==> src/rtl/bucketed_hash_table_engine_defines.svh <==
// Assertion macros shared by the hash table engine RTL.
`ifndef BUCKETED_HASH_TABLE_ENGINE_DEFINES_SVH
`define BUCKETED_HASH_TABLE_ENGINE_DEFINES_SVH
`ifndef SYNTHESIS
// Same-cycle implication, disabled while reset is asserted.
`define BHTE_ASSERT_IMPL(label, clk, rst_n, ante, cons) \
	label: assert property (@(posedge clk) disable iff (!rst_n) (ante) |-> (cons)) \
		else $error("bhte: same-cycle check failed");
// Next-cycle implication, disabled while reset is asserted.
`define BHTE_ASSERT_NEXT(label, clk, rst_n, ante, cons) \
	label: assert property (@(posedge clk) disable iff (!rst_n) (ante) |=> (cons)) \
		else $error("bhte: next-cycle check failed");
`else
`define BHTE_ASSERT_IMPL(label, clk, rst_n, ante, cons)
`define BHTE_ASSERT_NEXT(label, clk, rst_n, ante, cons)
`endif
`endif

==> src/rtl/bhte_pkg.sv <==
// Constants, codes and control types of the bucketed hash table engine.
`default_nettype none
package bhte_pkg;
	localparam int NUM_BUCKETS = 64;
	localparam int WAYS        = 5;
	localparam int KEY_BYTES   = 8;
	localparam int SLOTS       = NUM_BUCKETS * WAYS;

	localparam int  BKT_W    = (NUM_BUCKETS > 1) ? $clog2(NUM_BUCKETS) : 1;
	localparam bit  BKT_POW2 = ((NUM_BUCKETS & (NUM_BUCKETS - 1)) == 0);
	localparam int  ADDR_W   = (SLOTS > 1) ? $clog2(SLOTS) : 1;
	localparam int  WAY_W    = $clog2(WAYS + 1);
	localparam int  WIDX_W   = (WAYS > 1) ? $clog2(WAYS) : 1;
	localparam int  COUNT_W  = $clog2(SLOTS + 1);

	localparam int KIND_W   = 2;
	localparam int KEY_W    = 64;
	localparam int VAL_W    = 64;
	localparam int STATUS_W = 2;
	localparam int ENTRY_W  = 9;

	localparam logic [KEY_W-1:0] HASH_SEED  = 64'd5381;
	localparam int               HASH_SHIFT = 5;

	typedef enum logic [KIND_W-1:0] {
		KIND_GET    = 2'd0,
		KIND_ADD    = 2'd1,
		KIND_SET    = 2'd2,
		KIND_REMOVE = 2'd3
	} kind_t;

	typedef enum logic [STATUS_W-1:0] {
		ST_OK        = 2'd0,
		ST_PRESENT   = 2'd1,
		ST_NOT_FOUND = 2'd2,
		ST_FULL      = 2'd3
	} status_t;

	// Commands from the controller to the datapath.
	typedef struct packed {
		logic load;
		logic hash;
		logic modr;
		logic base;
		logic scan;
		logic commit;
	} cmd_t;

	// Status from the datapath to the controller.
	typedef struct packed {
		logic hash_last;
		logic mod_last;
		logic scan_last;
		logic out_free;
	} sts_t;
endpackage
`default_nettype wire

==> src/rtl/bhte_ctrl.sv <==
// Sequencing state machine of the hash table engine.
`default_nettype none
module bhte_ctrl import bhte_pkg::*; (
	input  logic clk,
	input  logic arst_n,
	input  logic req_valid,
	output logic ready,
	input  sts_t sts,
	output cmd_t cmd
);
	typedef enum logic [5:0] {
		S_IDLE   = 6'b000001,
		S_HASH   = 6'b000010,
		S_MOD    = 6'b000100,
		S_BASE   = 6'b001000,
		S_SCAN   = 6'b010000,
		S_COMMIT = 6'b100000
	} state_t;

	state_t state_q, state_d;

	always_ff @(posedge clk or negedge arst_n) begin
		if (!arst_n) begin
			state_q <= S_IDLE;
		end else begin
			state_q <= state_d;
		end
	end

	always_comb begin
		state_d = state_q;
		cmd     = '0;
		ready   = 1'b0;
		case (state_q)
			S_IDLE: begin
				ready    = 1'b1;
				cmd.load = req_valid;
				if (req_valid) begin
					state_d = S_HASH;
				end
			end
			S_HASH: begin
				cmd.hash = 1'b1;
				if (sts.hash_last) begin
					state_d = BKT_POW2 ? S_BASE : S_MOD;
				end
			end
			S_MOD: begin
				cmd.modr = 1'b1;
				if (sts.mod_last) begin
					state_d = S_BASE;
				end
			end
			S_BASE: begin
				cmd.base = 1'b1;
				state_d  = S_SCAN;
			end
			S_SCAN: begin
				cmd.scan = 1'b1;
				if (sts.scan_last) begin
					state_d = S_COMMIT;
				end
			end
			S_COMMIT: begin
				cmd.commit = sts.out_free;
				if (sts.out_free) begin
					state_d = S_IDLE;
				end
			end
			default: begin
				state_d = S_IDLE;
			end
		endcase
	end
endmodule
`default_nettype wire

==> config.mk <==
export PLATFORM = sky130hd
export DESIGN_NAME = bhte_ctrl
export DESIGN_NICKNAME = d
export VERILOG_FILES = /design/src/rtl/bucketed_hash_table_engine_defines.svh /design/src/rtl/bhte_pkg.sv /design/src/rtl/bhte_ctrl.sv
export SDC_FILE = /design/constraint.sdc
export NUM_CORES = 1
export LEC_CHECK = 0
export ABC_AREA = 1
export BUFFER_PORTS_ARGS = -buffer_cell sky130_fd_sc_hd__buf_4
export CORE_AREA = 2 2 39 41
export DETAILED_ROUTE_END_ITERATION = 10
export DIE_AREA = 0 0 41 43
export PLACE_DENSITY = 0.44
export SLEW_MARGIN = 30
export SYNTH_ARGS = -nofsm -noshare
export SYNTH_HDL_FRONTEND = slang
export SYNTH_SLANG_ARGS = --single-unit
==> constraint.sdc <==
create_clock -name clk -period 1.9 [get_ports clk]
set_clock_uncertainty 0.1 [all_clocks]
set_input_delay 0.19 -clock clk [delete_from_list [all_inputs] [get_ports clk]]
set_output_delay 0.19 -clock clk [all_outputs]
set_load 0.005 [all_outputs]
Word-level counts from Yosys, hierarchy flattened
Cells that the tools add are included.

Bits in registers: 6. Latch bits: 0. Bits in writable memories: 0. ROM bits: 0. Bits of input ports: 7. Output and inout port bits: 7. Memories kept: 0.

Add/sub/neg operators: 0. Multipliers: 0. Divide/modulo/power cells: 0. Magnitude comparators: 0. Equal/unequal tests: 11. Shifts and indexed selects: 0. Mux-type cells: 13. Bitwise operators: 0. Reduce and logical (&&, ||, !) cells: 1.

Operators with widths (number): $pmux 6 s6 (1); $mux 6 (5); $ne 2x2->1 const B (5); $mux 1 (7); $eq 6x1->1 const B (1); $eq 6x2->1 const B (1); $eq 6x3->1 const B (1); $eq 6x4->1 const B (1); $eq 6x5->1 const B (1); $eq 6x6->1 const B (1); $reduce_and 5->1 (1).

Longest topological paths before layout
Depth after elaboration: 3. Gate-level depth with buffers: 7. Mapped depth without buffers: 7.

Least setup slack after synthesis
Ideal clock, no wire load.

Path kind: flip-flop to flip-flop. Start point: register state_q[0]. End point: register state_q[5]. Library setup time: 118 ps. Arrival time: 978 ps. Required time: 1682 ps. Path slack: 704 ps. Stages on the path, launching flop included: 8. Period minus slack after synthesis: 1196 ps. Cells stage by stage: dfstp_2 -> inv_1 -> nor2_1 -> nand4_1 -> nand2_1 -> nor2_1 -> nand2_1 -> nand2_1.

Word-level cells in the longest chain between the ends: 3.

RTL lines: from (decl) (RTL line bhte_ctrl.sv:20) `state_t state_q, state_d;`; from (signal assigned) (RTL line bhte_ctrl.sv:26) `state_q <= state_d;`; $eq 6x2->1, or another cell as far along (RTL line bhte_ctrl.sv:34) `case (state_q)`; $ne 2x2->1 (no line); $reduce_and 5->1 (no line).

Parallel ways exist; a longest one is shown, timed or not. A chain may end at the register's enable or synchronous reset.

==> reports/qor.yml <==
fin_crit_sh: 0.864
fin_area_um2: 448
reg2reg_slack_ns: 0.60
clockBufferDepth: 2
max-cap-violations: 0
final_layout_size_suffix_gt1_frac: 0.302
routed_wl_um: 728
largest_reg_flops: 5
io_pins: 14
synth-compound-area-share: 0.0154
gp_congestion: 0.786
tns_ns: 0
p_int_mw: 0.341
post_cts_buffers: 0
cts_resized: 0
power_switching_mw: 0.232
crit_path_end_kind: "output pin"
p_per_area_nw_per_um2: 1280
numCtsBuffers: 3
route.layer.met1.wl_um: 312
r2r-end: "state_q[5]"
ys_warn_count: 0
worst_ep_required_time_ns: 1.61
syn_nets: 56
die-width_um: 41
synth-adder-area-share: 0
power.leakage_nw: 0.289
muxShareOfSynthArea: 0
clkSinkCount: 5
largestRegisters: "state_q x5"
dp_hpwl_um: 581
core-area_um2: 1380
ff_latch_area_um2: 126
ctsHtreeMaxLevel: 1
wl_met2_um: 369
cp-startpoint: "state_q[0]"
clk_transition_reported_paths_ns: 0.05
start_util: 0.234
ant_nets: 0
clock_power_share: 0.221
antenna_found_initial: 0
fin_nets: 71
ys_seq_area_frac: 0.390
r2r_cells: 7
drv_slew: 0
worstPathArrival_ns: 1.35
root_buffer: "clkbuf_4"
die_h_um: 43
grt_pass1_wl_mm: 1.28
top_register: "state_q"
worstPathMaxFanout: 4
synth_top_family_by_area: "simple AND/OR/NAND/NOR gates"
combinationalPowerShare: 0.472
syn-cell-area_um2: 324
yosys.area_share.simple: 0.398
io_buffers: 11
synthXorXnorAreaFrac: 0
routed_via_density: 4.28
drc: 0
drtPass1Iterations: 4
num_rows: 14
status: "complete, no violations"
overflow: 0
worstReg2RegStart: "state_q[0]"
critPathTopFamily: "flip-flops"
p_seq_frac: 0.308
rsz0062_at_grt: "no"
tritoncts: "done"
path_depth: 5
crit_buf_inv: 2
whs_ns: 0.130
timing.fmax_mhz: 609
p_sw_frac: 0.404
multi_input_area_um2: 138
hold_violations: 0
insertion_delay_ns: 0.25
yosysUniqueCellTypes: 13
setup_viol: 0
vdd_drop_max_uv: 522
worstHoldPathType: "input pin to register"
worst_path_largest_cell_delay_ns: 0.54
startpoint_type: "register"
cp_slowest_cell: "dfstp_2"
n_antenna_cell: 0
grt_pass1_vias: 325
synth_seq_cells: 5
met3_length_um: 40
syn_area_per_cell_um2: 6.61
wl_per_cell_um: 9.22
crit_chain: "inv_1 > nor2_1 > nand3_1 > nor2_1 > buf_4"
grt_max_degree: 8
syn_inst: 49
path_class: "register to output pin"
period_minus_slack_ns: 1.64
place_area_um2: 412
cpMostUsedCell: "nor2_1"
drt_iter0_drc: 14
nFillCells: 158
cts_hold_buf: 1
top_layer: "met4"
area_growth_pct: 38.2
worstSetupEndpoint: "cmd[5]"
vias: 338
die_area_um2: 1760
grt_usage: 0.115
==> worst min-delay path by stage <==
stage | startpoint | to | slack, ns | cells past startpoint
4_1_cts | req_valid | state_q[0] | 0.12 | 4
2_1_floorplan | arst_n | state_q[1] | -0.21 | 0
6_report | req_valid | state_q[0] | 0.13 | 4
3_5_place_dp | arst_n | state_q[1] | -0.1 | 1
3_3_place_gp | arst_n | state_q[4] | -0.10 | 1
5_1_grt | sts[1] | state_q[4] | 0.15 | 4
==> cell usage after synthesis <==
| cell type | n | share of area |
|---|---|---|
| nor2_2 | 2 | 0.039 |
| nand4_1 | 5 | 0.097 |
| o21ai_0 | 1 | 0.015 |
| nor2_1 | 7 | 0.081 |
| conb_1 | 1 | 0.012 |
| inv_1 | 10 | 0.12 |
| nand3_1 | 4 | 0.062 |
| nand2_1 | 9 | 0.10 |
| nor3_1 | 1 | 0.015 |
| inv_2 | 2 | 0.023 |
| buf_4 | 2 | 0.046 |
| dfrtp_1 | 4 | 0.31 |
| dfstp_2 | 1 | 0.081 |
==> layer usage <==
layer / track usage / vias to the layer above
met5: 0 / -
met2: 0.153 / 10
met1: 0.133 / 148
met4: 0.0600 / 0
met3: 0.0785 / 2
li1: - / 178
==> worst min-delay path, stage by stage <==
cell and delay, ns:
buf_4 0.08, inv_1 0.05, nand4_1 0.11, nand2_1 0.06
==> power by group through the flow <==
| stage | registers [mW] | logic (mW) | clock network [mW] |
|---|---|---|---|
| floorplan | 0.173 | 0.176 | 0 |
| global placement | 0.178 | 0.272 | 0 |
| detailed placement | 0.178 | 0.270 | 0 |
| CTS | 0.177 | 0.272 | 0.133 |
| global route | 0.181 | 0.315 | 0.151 |
| finish | 0.176 | 0.270 | 0.127 |
==> cell usage in the layout (no fill, tap or decap), types with 2 or more instances in the layout <==
master    instances
clkbuf_4          3
nand4_1           5
nor2_1            7
nor2_2            2
nand3_1           4
nand2_1           9
inv_1            10
inv_2             2
dfrtp_1           4
buf_4            11
==> per-stage QoR <==
| step | cells | util | setup WS, ns | power [mW] |
|---|---|---|---|---|
| CTS | 79 | 0.324 | 0.251 | 0.582 |
| detailed placement | 74 | 0.297 | 0.533 | 0.448 |
| floorplan | 49 | - | 0.704 | 0.349 |
| global route | 79 | 0.324 | 0.175 | 0.647 |
| finish | 79 | 0.324 | 0.258 | 0.573 |
| global placement | 74 | 0.297 | 0.526 | 0.450 |
==> logic make-up after synthesis <==
family / after synthesis
simple gates: 28
buf+inv: 14
flops: 5
compound gates: 1
other cells: 1
==> cell type report <==
type | instances | share of cell area
Multi-Input combinational cell | 30 | 0.307
Sequential cell | 5 | 0.282
Timing Repair Buffer | 12 | 0.207
Inverter | 12 | 0.101
Clock buffer | 4 | 0.0587
Tap cell | 16 | 0.0447
Power figures use the tool's default switching activity.
